**src/sv/fpb_pkg.sv**
```systemverilog
// Shared types and constants for the float power-by-squaring block.
// No dependencies; imported by the controller, datapath, FP unit and top level.
package fpb_pkg;

  // IEEE double constants
  localparam logic [63:0] DBL_ONE   = 64'h3FF0_0000_0000_0000;
  localparam logic [63:0] DBL_DNAN  = 64'hFFF8_0000_0000_0000;
  localparam logic [63:0] DBL_QBIT  = 64'h0008_0000_0000_0000;
  localparam logic [10:0] EXP_MAX   = 11'h7FF;

  // FP unit operations
  localparam logic FOP_MUL   = 1'b0;
  localparam logic FOP_RECIP = 1'b1;

  // operand A selects
  localparam logic [1:0] ASEL_SQ  = 2'd0;
  localparam logic [1:0] ASEL_RD  = 2'd1;
  localparam logic [1:0] ASEL_X   = 2'd2;
  localparam logic [1:0] ASEL_ACC = 2'd3;

  // operand B selects
  localparam logic BSEL_SQ  = 1'b0;
  localparam logic BSEL_ACC = 1'b1;

  // controller -> datapath commands
  typedef struct packed {
    logic       load;
    logic       bit_step;
    logic       pop;
    logic       cnt_dec;
    logic       fpu_start;
    logic       fpu_op;
    logic [1:0] a_sel;
    logic       b_sel;
    logic       wr_sq;
    logic       wr_acc;
    logic       out_load;
  } cmd_t;

  // datapath -> controller status
  typedef struct packed {
    logic mag_zero;
    logic neg;
    logic mag_odd;
    logic n_last;
    logic top_zero;
    logic cnt_zero;
    logic fpu_done;
    logic fpu_busy;
  } sts_t;

endpackage

```
**src/sv/fpb_fpu.sv**
```systemverilog
// Multi-cycle IEEE double unit: multiply (one 27x27 multiplier, four partial
// products) and reciprocal (restoring division, one bit per cycle). Uses fpb_pkg.
module fpb_fpu
  import fpb_pkg::*;
(
  input  logic        clk,
  input  logic        rst_n,
  input  logic        start,
  input  logic        op,
  input  logic [63:0] a,
  input  logic [63:0] b,
  output logic        done,
  output logic        busy,
  output logic [63:0] res
);

  localparam logic [2:0] F_IDLE   = 3'd0;
  localparam logic [2:0] F_NORM   = 3'd1;
  localparam logic [2:0] F_MUL    = 3'd2;
  localparam logic [2:0] F_ALIGN  = 3'd3;
  localparam logic [2:0] F_DIV    = 3'd4;
  localparam logic [2:0] F_DENORM = 3'd5;
  localparam logic [2:0] F_ROUND  = 3'd6;
  localparam logic [2:0] F_DONE   = 3'd7;

  logic [2:0]          state_r, state_nxt;
  logic                op_r, op_nxt;
  logic                sign_r, sign_nxt;
  logic [52:0]         sa_r, sa_nxt, sb_r, sb_nxt;
  logic signed [12:0]  ea_r, ea_nxt, eb_r, eb_nxt;
  logic signed [12:0]  be_r, be_nxt;
  logic [105:0]        man_r, man_nxt;
  logic [53:0]         prod_r, prod_nxt;
  logic [53:0]         rem_r, rem_nxt;
  logic [5:0]          cnt_r, cnt_nxt;
  logic [2:0]          ph_r, ph_nxt;
  logic [63:0]         res_r, res_nxt;

  // operand classification
  logic        a_nan, a_inf, a_zero, b_nan, b_inf, b_zero;
  logic [52:0] a_sig, b_sig;
  logic signed [12:0] a_exp, b_exp;

  always_comb begin
    a_nan  = (a[62:52] == EXP_MAX) && (a[51:0] != '0);
    a_inf  = (a[62:52] == EXP_MAX) && (a[51:0] == '0);
    a_zero = (a[62:52] == '0) && (a[51:0] == '0);
    b_nan  = (b[62:52] == EXP_MAX) && (b[51:0] != '0);
    b_inf  = (b[62:52] == EXP_MAX) && (b[51:0] == '0);
    b_zero = (b[62:52] == '0) && (b[51:0] == '0);
    a_sig  = {(a[62:52] != '0), a[51:0]};
    b_sig  = {(b[62:52] != '0), b[51:0]};
    a_exp  = (a[62:52] == '0) ? -13'sd1022 : $signed({2'b00, a[62:52]}) - 13'sd1023;
    b_exp  = (b[62:52] == '0) ? -13'sd1022 : $signed({2'b00, b[62:52]}) - 13'sd1023;
  end

  // partial product operand select
  logic [26:0] pm_a, pm_b;
  logic [53:0] pp;
  logic [105:0] pp_shifted;

  always_comb begin
    case (ph_r)
      3'd0:    begin pm_a = sa_r[26:0];         pm_b = sb_r[26:0];         end
      3'd1:    begin pm_a = sa_r[26:0];         pm_b = {1'b0, sb_r[52:27]}; end
      3'd2:    begin pm_a = {1'b0, sa_r[52:27]}; pm_b = sb_r[26:0];         end
      default: begin pm_a = {1'b0, sa_r[52:27]}; pm_b = {1'b0, sb_r[52:27]}; end
    endcase
    pp = 54'(pm_a) * 54'(pm_b);
    // weight of the product registered last cycle (phase ph_r-1)
    case (ph_r)
      3'd1:          pp_shifted = 106'(prod_r);
      3'd2, 3'd3:    pp_shifted = 106'(prod_r) << 27;
      default:       pp_shifted = 106'(prod_r) << 54;
    endcase
  end

  // rounding
  logic [53:0]        r54;
  logic               rnd_inc;
  logic signed [12:0] fld;
  logic [51:0]        frac;

  always_comb begin
    rnd_inc = man_r[52] & ((|man_r[51:0]) | man_r[53]);
    r54     = {1'b0, man_r[105:53]} + 54'(rnd_inc);
    if (r54[53]) begin
      fld  = be_r + 13'sd1;
      frac = '0;
    end else begin
      fld  = r54[52] ? be_r : 13'sd0;
      frac = r54[51:0];
    end
  end

  logic       ge;
  logic [53:0] rem_sub;

  always_comb begin
    ge      = rem_r >= {1'b0, sa_r};
    rem_sub = ge ? rem_r - {1'b0, sa_r} : rem_r;
  end

  always_comb begin
    state_nxt = state_r;
    op_nxt    = op_r;
    sign_nxt  = sign_r;
    sa_nxt    = sa_r;
    sb_nxt    = sb_r;
    ea_nxt    = ea_r;
    eb_nxt    = eb_r;
    be_nxt    = be_r;
    man_nxt   = man_r;
    prod_nxt  = prod_r;
    rem_nxt   = rem_r;
    cnt_nxt   = cnt_r;
    ph_nxt    = ph_r;
    res_nxt   = res_r;
    case (state_r)
      F_IDLE: begin
        if (start) begin
          op_nxt = op;
          sa_nxt = a_sig;
          sb_nxt = b_sig;
          ea_nxt = a_exp;
          eb_nxt = b_exp;
          state_nxt = F_DONE;
          if (op == FOP_MUL) begin
            sign_nxt = a[63] ^ b[63];
            if (a_nan)                                   res_nxt = a | DBL_QBIT;
            else if (b_nan)                              res_nxt = b | DBL_QBIT;
            else if ((a_inf && b_zero) || (a_zero && b_inf)) res_nxt = DBL_DNAN;
            else if (a_inf || b_inf)    res_nxt = {a[63] ^ b[63], EXP_MAX, 52'd0};
            else if (a_zero || b_zero)  res_nxt = {a[63] ^ b[63], 63'd0};
            else                        state_nxt = F_NORM;
          end else begin
            sign_nxt = a[63];
            if (a_nan)       res_nxt = a | DBL_QBIT;
            else if (a_inf)  res_nxt = {a[63], 63'd0};
            else if (a_zero) res_nxt = {a[63], EXP_MAX, 52'd0};
            else             state_nxt = F_NORM;
          end
        end
      end
      // bring subnormal significands up to a leading one, a bit per cycle
      F_NORM: begin
        if (!sa_r[52]) begin
          sa_nxt = {sa_r[51:0], 1'b0};
          ea_nxt = ea_r - 13'sd1;
        end else if (op_r == FOP_MUL && !sb_r[52]) begin
          sb_nxt = {sb_r[51:0], 1'b0};
          eb_nxt = eb_r - 13'sd1;
        end else if (op_r == FOP_MUL) begin
          man_nxt   = '0;
          ph_nxt    = '0;
          state_nxt = F_MUL;
        end else begin
          cnt_nxt = '0;
          man_nxt = '0;
          // dividend 1.0, or 2.0 when the quotient would fall below one
          if (sa_r[51:0] == '0) begin
            rem_nxt = 54'(sa_r);
            be_nxt  = 13'sd1023 - ea_r;
          end else begin
            rem_nxt = {1'b1, 53'd0};
            be_nxt  = 13'sd1022 - ea_r;
          end
          state_nxt = F_DIV;
        end
      end
      // four partial products, each accumulated in the cycle after it is formed
      F_MUL: begin
        if (ph_r < 3'd4) prod_nxt = pp;
        if (ph_r != 3'd0) man_nxt = man_r + pp_shifted;
        ph_nxt = ph_r + 3'd1;
        if (ph_r == 3'd4) state_nxt = F_ALIGN;
      end
      F_ALIGN: begin
        be_nxt = ea_r + eb_r + 13'sd1023 + (man_r[105] ? 13'sd1 : 13'sd0);
        if (!man_r[105]) man_nxt = {man_r[104:0], 1'b0};
        state_nxt = F_DENORM;
      end
      // restoring division of 1.0 or 2.0 by the significand, 56 quotient bits
      F_DIV: begin
        if (cnt_r == 6'd56) begin
          man_nxt   = {man_r[55:0], 49'd0, (rem_r != '0)};
          state_nxt = F_DENORM;
        end else begin
          man_nxt = {man_r[104:0], ge};
          rem_nxt = {rem_sub[52:0], 1'b0};
          cnt_nxt = cnt_r + 6'd1;
        end
      end
      // shift right into the subnormal range, keeping a sticky bit
      F_DENORM: begin
        if (be_r < -13'sd60) begin
          man_nxt = {105'd0, |man_r};
          be_nxt  = 13'sd1;
        end else if (be_r < 13'sd1) begin
          man_nxt = {1'b0, man_r[105:2], man_r[1] | man_r[0]};
          be_nxt  = be_r + 13'sd1;
        end else begin
          state_nxt = F_ROUND;
        end
      end
      F_ROUND: begin
        if (fld >= 13'sd2047) res_nxt = {sign_r, EXP_MAX, 52'd0};
        else                  res_nxt = {sign_r, fld[10:0], frac};
        state_nxt = F_DONE;
      end
      F_DONE: begin
        state_nxt = F_IDLE;
      end
      default: state_nxt = F_IDLE;
    endcase
  end

  always_ff @(posedge clk) begin
    if (!rst_n) begin
      state_r <= F_IDLE;
    end else begin
      state_r <= state_nxt;
    end
    op_r   <= op_nxt;
    sign_r <= sign_nxt;
    sa_r   <= sa_nxt;
    sb_r   <= sb_nxt;
    ea_r   <= ea_nxt;
    eb_r   <= eb_nxt;
    be_r   <= be_nxt;
    man_r  <= man_nxt;
    prod_r <= prod_nxt;
    rem_r  <= rem_nxt;
    cnt_r  <= cnt_nxt;
    ph_r   <= ph_nxt;
    res_r  <= res_nxt;
  end

  assign done = (state_r == F_DONE);
  assign busy = (state_r != F_IDLE);
  assign res  = res_r;

endmodule

```
**src/sv/fpb_datapath.sv**
```systemverilog
// Datapath: input latch, square register, exponent shifter, square stack,
// running product and output register around one fpb_fpu. Uses fpb_pkg.
module fpb_datapath
  import fpb_pkg::*;
#(
  parameter int EXP_BITS = 16
) (
  input  logic               clk,
  input  logic               rst_n,
  input  logic [63:0]        in_base_bits,
  input  logic signed [15:0] in_exponent,
  input  cmd_t               cmd,
  output sts_t               sts,
  output logic [63:0]        out_power_bits
);

  localparam int IDX_W = $clog2(EXP_BITS);
  localparam int TOP_W = $clog2(EXP_BITS + 1);

  logic [EXP_BITS-1:0] raw, mag_in;
  logic [EXP_BITS-1:0] mag_r, n_r, cnt_r;
  logic                neg_r;
  logic [63:0]         x_r, sq_r, acc_r, rd_r, out_r;
  logic [TOP_W-1:0]    top_r;
  logic [TOP_W-1:0]    top_m1;
  logic [63:0]         stack_mem [EXP_BITS];

  logic [63:0] fa, fb, fres;
  logic        fdone, fbusy;

  // exponent magnitude from the low EXP_BITS bits
  assign raw    = EXP_BITS'($unsigned(in_exponent));
  assign mag_in = raw[EXP_BITS-1] ? (~raw + EXP_BITS'(1)) : raw;
  assign top_m1 = top_r - TOP_W'(1);

  always_comb begin
    case (cmd.a_sel)
      ASEL_SQ:  fa = sq_r;
      ASEL_RD:  fa = rd_r;
      ASEL_X:   fa = x_r;
      default:  fa = acc_r;
    endcase
    fb = (cmd.b_sel == BSEL_SQ) ? sq_r : acc_r;
  end

  fpb_fpu u_fpu (
    .clk   (clk),
    .rst_n (rst_n),
    .start (cmd.fpu_start),
    .op    (cmd.fpu_op),
    .a     (fa),
    .b     (fb),
    .done  (fdone),
    .busy  (fbusy),
    .res   (fres)
  );

  // stack position
  always_ff @(posedge clk) begin
    if (!rst_n) begin
      top_r <= '0;
    end else if (cmd.load) begin
      top_r <= '0;
    end else if (cmd.bit_step && n_r[0]) begin
      top_r <= top_r + TOP_W'(1);
    end else if (cmd.pop) begin
      top_r <= top_m1;
    end
  end

  // square stack, registered read
  always_ff @(posedge clk) begin
    if (cmd.bit_step && n_r[0]) stack_mem[top_r[IDX_W-1:0]] <= sq_r;
    if (cmd.pop) rd_r <= stack_mem[top_m1[IDX_W-1:0]];
  end

  // operand and result registers
  always_ff @(posedge clk) begin
    if (cmd.load) begin
      x_r   <= in_base_bits;
      sq_r  <= in_base_bits;
      mag_r <= mag_in;
      neg_r <= raw[EXP_BITS-1];
      n_r   <= mag_in;
      cnt_r <= mag_in + EXP_BITS'(mag_in[0]);
      acc_r <= DBL_ONE;
    end else begin
      if (cmd.bit_step) n_r <= n_r >> 1;
      if (cmd.cnt_dec)  cnt_r <= cnt_r - EXP_BITS'(1);
      if (cmd.wr_sq && fdone)  sq_r  <= fres;
      if (cmd.wr_acc && fdone) acc_r <= fres;
    end
    if (cmd.out_load) out_r <= acc_r;
  end

  always_comb begin
    sts.mag_zero = (mag_r == '0);
    sts.neg      = neg_r;
    sts.mag_odd  = mag_r[0];
    sts.n_last   = ((n_r >> 1) == '0);
    sts.top_zero = (top_r == '0);
    sts.cnt_zero = (cnt_r == '0);
    sts.fpu_done = fdone;
    sts.fpu_busy = fbusy;
  end

  assign out_power_bits = out_r;

endmodule

```
**src/sv/fpb_ctrl.sv**
```systemverilog
// Controller state machine: sequences squaring, stack unwind, linear product,
// reciprocal, odd-exponent multiply and the output beat. Uses fpb_pkg command and status structs.
module fpb_ctrl
  import fpb_pkg::*;
(
  input  logic clk,
  input  logic rst_n,
  input  logic in_valid,
  output logic in_stall,
  output logic out_valid,
  input  logic out_stall,
  input  sts_t sts,
  output cmd_t cmd
);

  localparam logic [3:0] S_IDLE     = 4'd0;
  localparam logic [3:0] S_DISPATCH = 4'd1;
  localparam logic [3:0] S_SQ_STEP  = 4'd2;
  localparam logic [3:0] S_SQ_WAIT  = 4'd3;
  localparam logic [3:0] S_POP      = 4'd4;
  localparam logic [3:0] S_UN_MUL   = 4'd5;
  localparam logic [3:0] S_UN_WAIT  = 4'd6;
  localparam logic [3:0] S_LIN      = 4'd7;
  localparam logic [3:0] S_LIN_WAIT = 4'd8;
  localparam logic [3:0] S_RC_WAIT  = 4'd9;
  localparam logic [3:0] S_ODD      = 4'd10;
  localparam logic [3:0] S_ODD_WAIT = 4'd11;
  localparam logic [3:0] S_FIN      = 4'd12;

  logic [3:0] state_r, state_nxt;
  logic       out_valid_r, out_valid_nxt;

  always_comb begin
    state_nxt = state_r;
    cmd       = '0;
    cmd.a_sel = ASEL_ACC;
    cmd.b_sel = BSEL_ACC;
    cmd.fpu_op = FOP_MUL;
    case (state_r)
      S_IDLE: begin
        if (in_valid) begin
          cmd.load  = 1'b1;
          state_nxt = S_DISPATCH;
        end
      end
      S_DISPATCH: begin
        if (sts.mag_zero)  state_nxt = S_FIN;
        else if (!sts.neg) state_nxt = S_SQ_STEP;
        else               state_nxt = S_LIN;
      end
      // push square for a set bit, square again while bits remain
      S_SQ_STEP: begin
        cmd.bit_step = 1'b1;
        if (sts.n_last) begin
          state_nxt = S_POP;
        end else begin
          cmd.fpu_start = 1'b1;
          cmd.a_sel     = ASEL_SQ;
          cmd.b_sel     = BSEL_SQ;
          state_nxt     = S_SQ_WAIT;
        end
      end
      S_SQ_WAIT: begin
        cmd.wr_sq = 1'b1;
        if (sts.fpu_done) state_nxt = S_SQ_STEP;
      end
      // multiply stacked squares, highest first, into the product
      S_POP: begin
        if (sts.top_zero) begin
          state_nxt = S_FIN;
        end else begin
          cmd.pop   = 1'b1;
          state_nxt = S_UN_MUL;
        end
      end
      S_UN_MUL: begin
        cmd.fpu_start = 1'b1;
        cmd.a_sel     = ASEL_RD;
        state_nxt     = S_UN_WAIT;
      end
      S_UN_WAIT: begin
        cmd.wr_acc = 1'b1;
        if (sts.fpu_done) state_nxt = S_POP;
      end
      // linear product, then reciprocal
      S_LIN: begin
        cmd.fpu_start = 1'b1;
        if (sts.cnt_zero) begin
          cmd.fpu_op = FOP_RECIP;
          state_nxt  = S_RC_WAIT;
        end else begin
          cmd.a_sel   = ASEL_X;
          cmd.cnt_dec = 1'b1;
          state_nxt   = S_LIN_WAIT;
        end
      end
      S_LIN_WAIT: begin
        cmd.wr_acc = 1'b1;
        if (sts.fpu_done) state_nxt = S_LIN;
      end
      S_RC_WAIT: begin
        cmd.wr_acc = 1'b1;
        if (sts.fpu_done) state_nxt = sts.mag_odd ? S_ODD : S_FIN;
      end
      S_ODD: begin
        cmd.fpu_start = 1'b1;
        cmd.a_sel     = ASEL_X;
        state_nxt     = S_ODD_WAIT;
      end
      S_ODD_WAIT: begin
        cmd.wr_acc = 1'b1;
        if (sts.fpu_done) state_nxt = S_FIN;
      end
      // hand off to the output register once it is free
      S_FIN: begin
        if (!out_valid_r || !out_stall) begin
          cmd.out_load = 1'b1;
          state_nxt    = S_IDLE;
        end
      end
      default: state_nxt = S_IDLE;
    endcase
  end

  always_comb begin
    out_valid_nxt = out_valid_r;
    if (out_valid_r && !out_stall) out_valid_nxt = 1'b0;
    if (cmd.out_load)              out_valid_nxt = 1'b1;
  end

  always_ff @(posedge clk) begin
    if (!rst_n) begin
      state_r     <= S_IDLE;
      out_valid_r <= 1'b0;
    end else begin
      state_r     <= state_nxt;
      out_valid_r <= out_valid_nxt;
    end
  end

  assign in_stall  = (state_r != S_IDLE);
  assign out_valid = out_valid_r;

endmodule

```
**src/sv/float_power_by_squaring.sv**
```systemverilog
// Top level of the float power-by-squaring block: controller plus datapath.
// Depends on fpb_pkg, fpb_ctrl, fpb_datapath (and fpb_fpu below it).
//
// Raises an IEEE double base to a signed integer exponent (low EXP_BITS bits
// of in_exponent, two's complement) with round-to-nearest-even, one result
// beat per input beat. One item is in work at a time; the next input beat is
// taken as soon as the result sits in the output register. The multiplies and
// the reciprocal all run on the single shared FP unit; a multiply takes longer
// for each leading zero of a subnormal operand and each bit of subnormal
// output shift. A positive exponent needs about 2*log2(ex) multiplies; a
// negative exponent needs |ex| (+2 if odd) multiplies plus one reciprocal;
// a zero exponent needs none.
module float_power_by_squaring
  import fpb_pkg::*;
#(
  parameter int EXP_BITS = 16
) (
  input  logic               clk,
  input  logic               rst_n,
  input  logic               in_valid,
  output logic               in_stall,
  input  logic [63:0]        in_base_bits,
  input  logic signed [15:0] in_exponent,
  output logic               out_valid,
  input  logic               out_stall,
  output logic [63:0]        out_power_bits
);

  cmd_t cmd;
  sts_t sts;

  fpb_ctrl u_ctrl (
    .clk       (clk),
    .rst_n     (rst_n),
    .in_valid  (in_valid),
    .in_stall  (in_stall),
    .out_valid (out_valid),
    .out_stall (out_stall),
    .sts       (sts),
    .cmd       (cmd)
  );

  fpb_datapath #(
    .EXP_BITS (EXP_BITS)
  ) u_dp (
    .clk            (clk),
    .rst_n          (rst_n),
    .in_base_bits   (in_base_bits),
    .in_exponent    (in_exponent),
    .cmd            (cmd),
    .sts            (sts),
    .out_power_bits (out_power_bits)
  );

  // FP unit is started only when free
  a_start_idle: assert property (@(posedge clk) disable iff (!rst_n)
    cmd.fpu_start |-> !sts.fpu_busy)
    else $error("fpu started while busy");

  // result only loaded into a free or draining output register
  a_out_free: assert property (@(posedge clk) disable iff (!rst_n)
    cmd.out_load |-> (!out_valid || !out_stall))
    else $error("output register overwritten");

  // a loaded result shows up as a valid beat
  a_out_shown: assert property (@(posedge clk) disable iff (!rst_n)
    cmd.out_load |=> out_valid)
    else $error("loaded result not presented");

  // no new input beat while an item is in work
  a_one_item: assert property (@(posedge clk) disable iff (!rst_n)
    cmd.fpu_start |-> in_stall)
    else $error("input accepted during work");

endmodule

```
**config.mk**
```make
export PLATFORM = sky130hd
export DESIGN_NAME = float_power_by_squaring
export DESIGN_NICKNAME = d
export VERILOG_FILES = /design/src/sv/fpb_pkg.sv /design/src/sv/fpb_fpu.sv /design/src/sv/fpb_datapath.sv /design/src/sv/fpb_ctrl.sv /design/src/sv/float_power_by_squaring.sv
export SDC_FILE = /design/constraint.sdc
export NUM_CORES = 2
export LEC_CHECK = 0
export ABC_AREA = 1
export BUFFER_PORTS_ARGS = -buffer_cell sky130_fd_sc_hd__buf_2
export CORE_MARGIN = 10
export CORE_UTILIZATION = 28
export CTS_CLUSTER_DIAMETER = 100
export CTS_CLUSTER_SIZE = 14
export DETAILED_ROUTE_END_ITERATION = 8
export PLACE_DENSITY = 0.49
export SYNTH_ARGS = -nofsm -noshare
export SYNTH_HDL_FRONTEND = slang
export SYNTH_HIERARCHICAL = 1
export SYNTH_SLANG_ARGS = --single-unit
```
**constraint.sdc**
```tcl
create_clock -name clk -period 10.9 [get_ports clk]
set_clock_uncertainty 0.1 [all_clocks]
set_input_delay 2.18 -clock clk [delete_from_list [all_inputs] [get_ports clk]]
set_output_delay 2.18 -clock clk [all_outputs]
set_load 0.03 [all_outputs]
```
==> results_dict.tcl <==
set metrics [dict create \
    end_kind "flip-flop" \
    wl_um 464000 \
    worstSetupPathType "reg -> reg" \
    cp.arrival_ns 9.97 \
    grt_pass1_vias 90706 \
    fp.dieW_um 667 \
    cts_buffers 161 \
    die_y_um 667 \
    worstPathRequired_ns 11.39 \
    setup_viol 0 \
    max_freq_mhz 105 \
    cts_setup_buffers 0 \
    cts_buffer_depth 4 \
    worst_slew_pin_slew_ns 1.47 \
    crit_path_max_fanout 19 \
    boundaryPins 150 \
    clk_latency_ns 0.88 \
    tns_ns 0 \
    grt_use_total_pct 20.0 \
    grt_setup_unrepaired "false" \
    grt_max_degree 183 \
    slew_headroom_pct 1.48 \
    wl_per_cell_um 25.5 \
    cts.sinks 1840 \
    synth_area_sq_um 117000 \
    cts-hold-fix-buffers 0 \
    cts_max_level 4 \
    finalNetCount 13710 \
    core_sq_um 417000 \
    syn_nets 13759 \
    status "complete, no violations" \
    hp-class "reg -> reg" \
    fillers 43652 \
    hold_violations 0 \
    yosysWarnings 6 \
    dr.pass1.iters 7 \
    antenna_found_initial 53 \
    finalCritPeriodShare_pct 87.0 \
    vias 93616 \
    row_count 237 \
    place_congestion 0.983 \
    post_drt_via_cell_ratio 5.14 \
    maxCapViolCount 0 \
    drt_iter0_drc 9304 \
    root_buffer "clkbuf_16" \
    dp_hpwl_um 339000 \
    syn2layout_area_growth_pct 10.1 \
    clk_pin_slew_ns 0.07 \
    setup.worst_path.start_class "flip-flop" \
    start_util_pct 28.1 \
    drc 0 \
    avgSynthCellArea_sq_um 9.26 \
    report.final.slew_viol_count 0 \
    grt_pass1_wl_um 659000 \
    overflow 0 \
    ctsResizeCount 0 \
    detail-route-antenna-nets 0 \
    port_buffers 149 \
    layout-drive-gt1-share_pct 5.73 \
    die_area_sq_um 444000 \
    fin_crit_ns 9.48 \
    syn_inst 12646 \
    cts_tree "yes" \
]
[cells in the final DEF, fill, tap and decap left out, types with 267 or more instances in the layout]
master	instances
nand2_1	2275
edfxtp_1	1763
nor2_1	1761
inv_1	1658
o21ai_0	1010
fa_1	627
a21oi_1	487
ha_1	401
nand3_1	383
o22ai_1	267
[layout make-up]
| cell class | count | area (sq um) | area share [%] |
|---|---|---|---|
| Timing Repair Buffer | 330 | 2130 | 1.65 |
| Inverter | 1707 | 6440 | 4.99 |
| Tap cell | 5497 | 6880 | 5.33 |
| Clock inverter | 21 | 320 | 0.248 |
| Clock buffer | 221 | 4300 | 3.33 |
| Multi-Input combinational cell | 8557 | 54300 | 42.1 |
| Antenna cell | 30 | 75.1 | 0.0582 |
| Sequential cell | 1840 | 54500 | 42.3 |
[state kept, by name, indices dropped and copies added (netlist names), 16 cells and up]
name,count
u_dp/u_fpu/sa_r,53
u_dp/out_power_bits,64
u_dp/stack_mem,1024
u_dp/u_fpu/prod_r,54
u_dp/u_fpu/rem_r,54
u_dp/acc_r,64
u_dp/cnt_r,16
u_dp/u_fpu/sb_r,53
u_dp/mag_r,16
u_dp/rd_r,64
u_dp/n_r,16
u_dp/u_fpu/res,64
u_dp/u_fpu/man_r,106
u_dp/sq_r,64
u_dp/x_r,64
[critical path: stages (launching register included)]
cell      delay, ns
edfxtp_1       0.50
nor2_4         0.50
nand2_1        0.09
o21ai_1        0.78
clkinv_1       1.22
nor2_1         0.39
fa_1           0.45
inv_1          0.08
fa_1           0.41
inv_1          0.11
fa_1           0.45
fa_1           0.58
fa_1           0.45
fa_1           0.54
inv_1          0.09
fa_1           0.48
inv_1          0.04
ha_1           0.36
nand2_1        0.12
nor2_1         0.23
inv_1          0.10
nor4_1         0.48
nand4_1        0.18
nand3_1        0.22
nand2_1        0.08
nand3_1        0.09
xor2_1         0.07
[per-layer routing]
metal,vias up,share of wire [%],track usage [%]
met3,836,6.6,3.09
li1,42615,-,-
met2,3546,47,32.9
met5,-,0.015,0
met4,4,5.1,9.02
met1,46615,42,26.1
[per-stage QoR]
stage	hold slack, ns	std cells	setup slack (ns)	cell area [sq um]	util [%]
2_1_floorplan	0.308	12646	2.34	117000	-
3_3_place_gp	0.347	17931	1.69	124000	29.8
3_5_place_dp	0.346	17931	1.60	124000	29.8
4_1_cts	0.348	18173	1.56	129000	30.9
5_1_grt	0.368	18190	1.00	129000	30.9
6_report	0.350	18203	1.42	129000	30.9
[worst paths after layout]
check                      from                      end  slack (ns)  cells after the start
min              u_dp/acc_r[54]  u_dp/out_power_bits[54]        0.35                      0
max          u_dp/u_fpu/ph_r[2]    u_dp/u_fpu/prod_r[51]        1.42                     26
max reg2reg  u_dp/u_fpu/ph_r[2]    u_dp/u_fpu/prod_r[51]        1.42                     26
min reg2reg      u_dp/acc_r[54]  u_dp/out_power_bits[54]        0.35                      0
Power is not shown: default switching activity piles up to over one toggle a cycle in this logic, so the estimate is an artifact.
